$ cat config.mk
export PLATFORM = sky130hd
export DESIGN_NAME = pmd_ctrl
export DESIGN_NICKNAME = d
export VERILOG_FILES = /design/src/hw/rtl/pmd_pkg.sv /design/src/hw/rtl/pmd_ctrl.sv
export VERILOG_INCLUDE_DIRS = /design/src /design/src/hw/rtl
export SDC_FILE = /design/constraint.sdc
export NUM_CORES = 1
export LEC_CHECK = 0
export BUFFER_PORTS_ARGS = -buffer_cell sky130_fd_sc_hd__buf_2
export CORE_AREA = 2 2 39 41
export CTS_BUF_LIST = sky130_fd_sc_hd__clkbuf_4 sky130_fd_sc_hd__clkbuf_8
export DETAILED_ROUTE_END_ITERATION = 16
export DIE_AREA = 0 0 41 43
export REMOVE_ABC_BUFFERS = 1
export SLEW_MARGIN = 40
export SYNTH_ARGS = -nofsm -noshare
export SYNTH_HDL_FRONTEND = slang
export SYNTH_SLANG_ARGS = --single-unit
$ cat constraint.sdc
create_clock -name clk -period 1.4 [get_ports clk]
set_input_delay 0.07 -clock clk [delete_from_list [all_inputs] [get_ports clk]]
set_output_delay 0.07 -clock clk [all_outputs]
set_load 0.05 [all_outputs]
$ cat src/hw/rtl/point_set_min_distance_assert.svh
// Assertion macros shared by the RTL files; clk and rst_n must be in scope.
`ifndef POINT_SET_MIN_DISTANCE_ASSERT_SVH
`define POINT_SET_MIN_DISTANCE_ASSERT_SVH

// Condition holds in the same cycle as the trigger.
`define PMD_ASSERT_SAME(lbl, ante, cons, msg) \
    lbl: assert property (@(posedge clk) disable iff (!rst_n) (ante) |-> (cons)) \
        else $error(msg);

// Condition holds in the cycle after the trigger.
`define PMD_ASSERT_NEXT(lbl, ante, cons, msg) \
    lbl: assert property (@(posedge clk) disable iff (!rst_n) (ante) |=> (cons)) \
        else $error(msg);

`endif

$ cat src/hw/rtl/pmd_pkg.sv
package pmd_pkg;

    localparam int CMD_W = 2;
    localparam logic [CMD_W-1:0] CMD_CLEAR  = 2'd0;
    localparam logic [CMD_W-1:0] CMD_APPEND = 2'd1;
    localparam logic [CMD_W-1:0] CMD_QUERY  = 2'd2;

    localparam int STATUS_W = 2;
    localparam logic [STATUS_W-1:0] STAT_OK      = 2'd0;
    localparam logic [STATUS_W-1:0] STAT_EMPTY   = 2'd1;
    localparam logic [STATUS_W-1:0] STAT_DROPPED = 2'd2;

    localparam int IN_COORD_W  = 24;
    localparam int OUT_SQ_W    = 52;
    localparam int OUT_DIST_W  = 26;
    localparam int OUT_DELTA_W = 25;

    localparam int S_TDATA_W = 3 * IN_COORD_W;
    localparam int M_TDATA_W = 160;
    localparam int OUT_PAD_W = M_TDATA_W - (OUT_SQ_W + OUT_DIST_W + 3 * OUT_DELTA_W);

    typedef enum logic [2:0] {
        ST_IDLE,
        ST_SCAN,
        ST_DRAIN,
        ST_ROOT,
        ST_EMIT
    } pmd_state_t;

    typedef struct packed {
        logic store_clear;
        logic store_append;
        logic query_load;
        logic scan_issue;
        logic root_start;
        logic out_load;
    } pmd_cmd_t;

    typedef struct packed {
        logic scan_end;
        logic pipe_empty;
        logic root_busy;
        logic out_free;
    } pmd_stat_t;

endpackage

$ cat src/hw/rtl/pmd_ctrl.sv
`include "point_set_min_distance_assert.svh"

module pmd_ctrl
    import pmd_pkg::*;
(
    input  logic             clk,
    input  logic             rst_n,
    input  logic             in_valid,
    input  logic [CMD_W-1:0] in_command,
    input  logic             in_last,
    output logic             in_ready,
    output pmd_cmd_t         cmd,
    input  pmd_stat_t        stat
);

    pmd_state_t state_reg, state_next;
    logic       last_reg, last_next;

    always_ff @(posedge clk or negedge rst_n)
    begin
        if (!rst_n)
        begin
            state_reg <= ST_IDLE;
            last_reg  <= 1'b0;
        end
        else
        begin
            state_reg <= state_next;
            last_reg  <= last_next;
        end
    end

    always_comb
    begin
        state_next = state_reg;
        last_next  = last_reg;
        cmd        = '0;
        in_ready   = 1'b0;
        unique case (state_reg)
            ST_IDLE:
            begin
                in_ready = 1'b1;
                if (in_valid)
                begin
                    unique case (in_command)
                        CMD_CLEAR:  cmd.store_clear  = 1'b1;
                        CMD_APPEND: cmd.store_append = 1'b1;
                        CMD_QUERY:
                        begin
                            cmd.query_load = 1'b1;
                            last_next      = in_last;
                            state_next     = ST_SCAN;
                        end
                        default: ;
                    endcase
                end
            end
            ST_SCAN:
            begin
                if (stat.scan_end)
                begin
                    state_next = ST_DRAIN;
                end
                else
                begin
                    cmd.scan_issue = 1'b1;
                end
            end
            ST_DRAIN:
            begin
                // wait for the last compare to land
                if (stat.pipe_empty)
                begin
                    if (last_reg)
                    begin
                        cmd.root_start = 1'b1;
                        state_next     = ST_ROOT;
                    end
                    else
                    begin
                        state_next = ST_IDLE;
                    end
                end
            end
            ST_ROOT:
            begin
                if (!stat.root_busy)
                begin
                    state_next = ST_EMIT;
                end
            end
            ST_EMIT:
            begin
                // hold until the output register can take the item
                if (stat.out_free)
                begin
                    cmd.out_load = 1'b1;
                    state_next   = ST_IDLE;
                end
            end
            default:
            begin
                state_next = ST_IDLE;
            end
        endcase
    end

    `PMD_ASSERT_SAME(a_root_only_last, state_reg == ST_ROOT, last_reg,
        "square root run on a query that is not last")

endmodule

==> results.json <==
{
  "start_util": 0.223,
  "synth_common_cells": "dfrtp_1, nand2_1, nor2_1, o21ai_0",
  "finalWeightedCongestion": 0.707,
  "period_share": 1.07,
  "vias_per_cell": 4.81,
  "cp-end-kind": "register",
  "p_leak_uw": 0.000281,
  "synth.area.top_cells": "dfrtp_1, or3b_1, o21ai_0",
  "ys_ff_latch": 4,
  "cts_max_level": 1,
  "synth_fa_ha_area_frac": 0,
  "crit_type": "reg2reg",
  "skew_ns": 0.00223,
  "cp.arrival_ns": 1.62,
  "tns_ns": -0.303,
  "synth_flop_cell": "dfrtp_1",
  "synthesis.area_um2": 309,
  "placed_area_um2": 437,
  "holdCritStartpoint": "in_last",
  "yosys.area.top_type": "dfrtp_1",
  "drtIter0Drc": 2,
  "clock_path_buffers": 2,
  "die_w_um": 41,
  "insertion_delay_ns": 0.24,
  "ir_worst_vdd_v": 0.000863,
  "coreArea_um2": 1380,
  "ys_warn_count": 0,
  "status": "finished, violations left",
  "syn2layout_area_growth_pct": 99.2,
  "cts_buffers": 3,
  "final_core_util": 0.445,
  "synth-compound-area-share": 0.142,
  "synth_top_family_by_area": "simple AND/OR/NAND/NOR gates",
  "cts_root_buffer": "clkbuf_4",
  "p_comb_frac": 0.682,
  "routed_wl_um": 960,
  "fmax_mhz": 667,
  "switching_share": 0.443,
  "seq_area_frac_synth": 0.324,
  "cts_sinks": 4,
  "antenna_left": 0,
  "start_kind": "register",
  "setup_slack_ns": -0.100,
  "synth_edf_count": 0,
  "place_ws_ns": -0.144,
  "hp-class": "in2reg",
  "diodes": 0,
  "routed-via-count": 375,
  "slew_violations": 0,
  "finalCriticalPeriod_ns": 1.50,
  "largest_reg_flops": 3,
  "p_per_area_nw_per_um2": 2080,
  "grt_max_degree": 8,
  "yosys.area_share.simple": 0.417,
  "io_buffers": 16,
  "power_frac_clock": 0.113,
  "total_power_uw": 1280,
  "rsz0062_at_grt": "true",
  "slew_headroom": 0.826,
  "design_area_um2": 616,
  "violations": "setup timing",
  "drc_errors": 0,
  "overflow": 0,
  "dpl.hpwl_um": 611,
  "antenna_found_initial": 0,
  "synthMuxAreaShare": 0.0850,
  "drt-pass1-iter-count": 2,
  "synthCells": 35,
  "yosysUniqueCellTypes": 20,
  "synth_top_cell_area_share": 0.324,
  "critical_path.startpoint": "state_reg[2]",
  "max_cap_violations": 0,
  "r2r_start": "state_reg[2]",
  "power_switching_uw": 567,
  "wire_per_inst_um": 12.3,
  "die-area_um2": 1760,
  "drive_gt1_frac": 0.710,
  "track_usage": 0.120,
  "rows": 14,
  "synthArstFlopShare": 1.00,
  "pwr-share-seq": 0.205,
  "avgSynthCellArea_um2": 8.83,
  "layout.nets": 74,
  "crit_required_ns": 1.52,
  "setup_violations": 5,
  "cp_max_fo": 6,
  "p_int_uw": 714,
  "tightestPinTransition_ns": 0.260,
  "cts.clk_slew.worst_paths_ns": 0.04,
  "die_h_um": 43,
  "io_pins": 17,
  "cts_tree": "done",
  "grt_pass1_wl_mm": 1.44,
  "grt_pass1_vias": 351,
  "synth_xor_area_frac": 0,
  "hold_violations": 0
}
[cell usage in the layout, fill, tap and decap left out]
master	n
buf_2	10
buf_4	7
buf_6	6
nand2_1	4
clkbuf_4	3
dfrtp_2	3
nand3b_1	2
and3_4	2
or3b_1	2
o21ai_0	2
buf_8	2
nor3_4	1
nor4_2	1
and4b_1	1
and2b_2	1
nor2b_4	1
nor2_4	1
nor2_2	1
nor4bb_4	1
mux2_2	1
nor2b_1	1
nor3_1	1
o21ai_1	1
a21oi_2	1
a221oi_2	1
mux2_4	1
nor2_1	1
a21oi_1	1
dlygate4sd3_1	1
dfrtp_1	1
[path summary, 6_finish.rpt]
| path | end | slack (ns) | cells past startpoint |
|---|---|---|---|
| setup / recovery | state_reg[0] | -0.10 | 4 |
| hold / removal | last_reg | 0.07 | 2 |
| setup reg to reg | state_reg[0] | -0.10 | 4 |
| hold reg to reg | last_reg | 0.57 | 1 |
| max in group asynchronous | state_reg[2] | 1.11 | 2 |
| min in group asynchronous | last_reg | 0.16 | 2 |
[timing repair]
action,CTS,global route
gates cloned,0,0
hold buffers,1,0
setup endpoints to repair,8,8
resized for setup,22,13
buffers inserted,2,2
pin swaps,1,2
endpoints found under the hold margin,4,0
[cell type report]
| cell class | count | area, um2 |
|---|---|---|
| fill | 136 | 768 |
| multi-input combinational | 29 | 259 |
| tap | 16 | 20.0 |
| clock buffer | 3 | 22.5 |
| sequential | 4 | 104 |
| timing repair buffer | 26 | 210 |
[power groups by stage]
stage,clock [uW],combinational [uW],sequential (uW)
after floorplan,0,412,237
after global placement,0,591,237
after detailed placement,0,600,246
after CTS,149,742,254
after global routing,157,923,272
final,145,873,262
[logic make-up after synthesis]
group	after synthesis
buf+inv	2
compound gates	6
flops	4
simple gates	21
mux	2
[critical path: stages (launching register included)]
cell and delay [ns]:
dfrtp_2 0.44, or3b_1 0.44, a21oi_2 0.15, a221oi_2 0.05, mux2_4 0.30
[per-stage QoR]
stage                     hold slack (ns)  instances
final                              0.0743         78
after global routing               0.0691         78
after CTS                          0.0701         76
after detailed placement           -0.124         70
after global placement             -0.119         70
after floorplan                    -0.226         33
[routing by layer]
layer / vias up / GRT usage / routed length, um
li1: 183 / - / -
met1: 178 / 0.154 / 387
met2: 12 / 0.175 / 512
met3: 2 / 0.0209 / 41
met4: 0 / 0.0800 / 19
met5: - / 0 / 0
(Power assumes the default switching activity.)
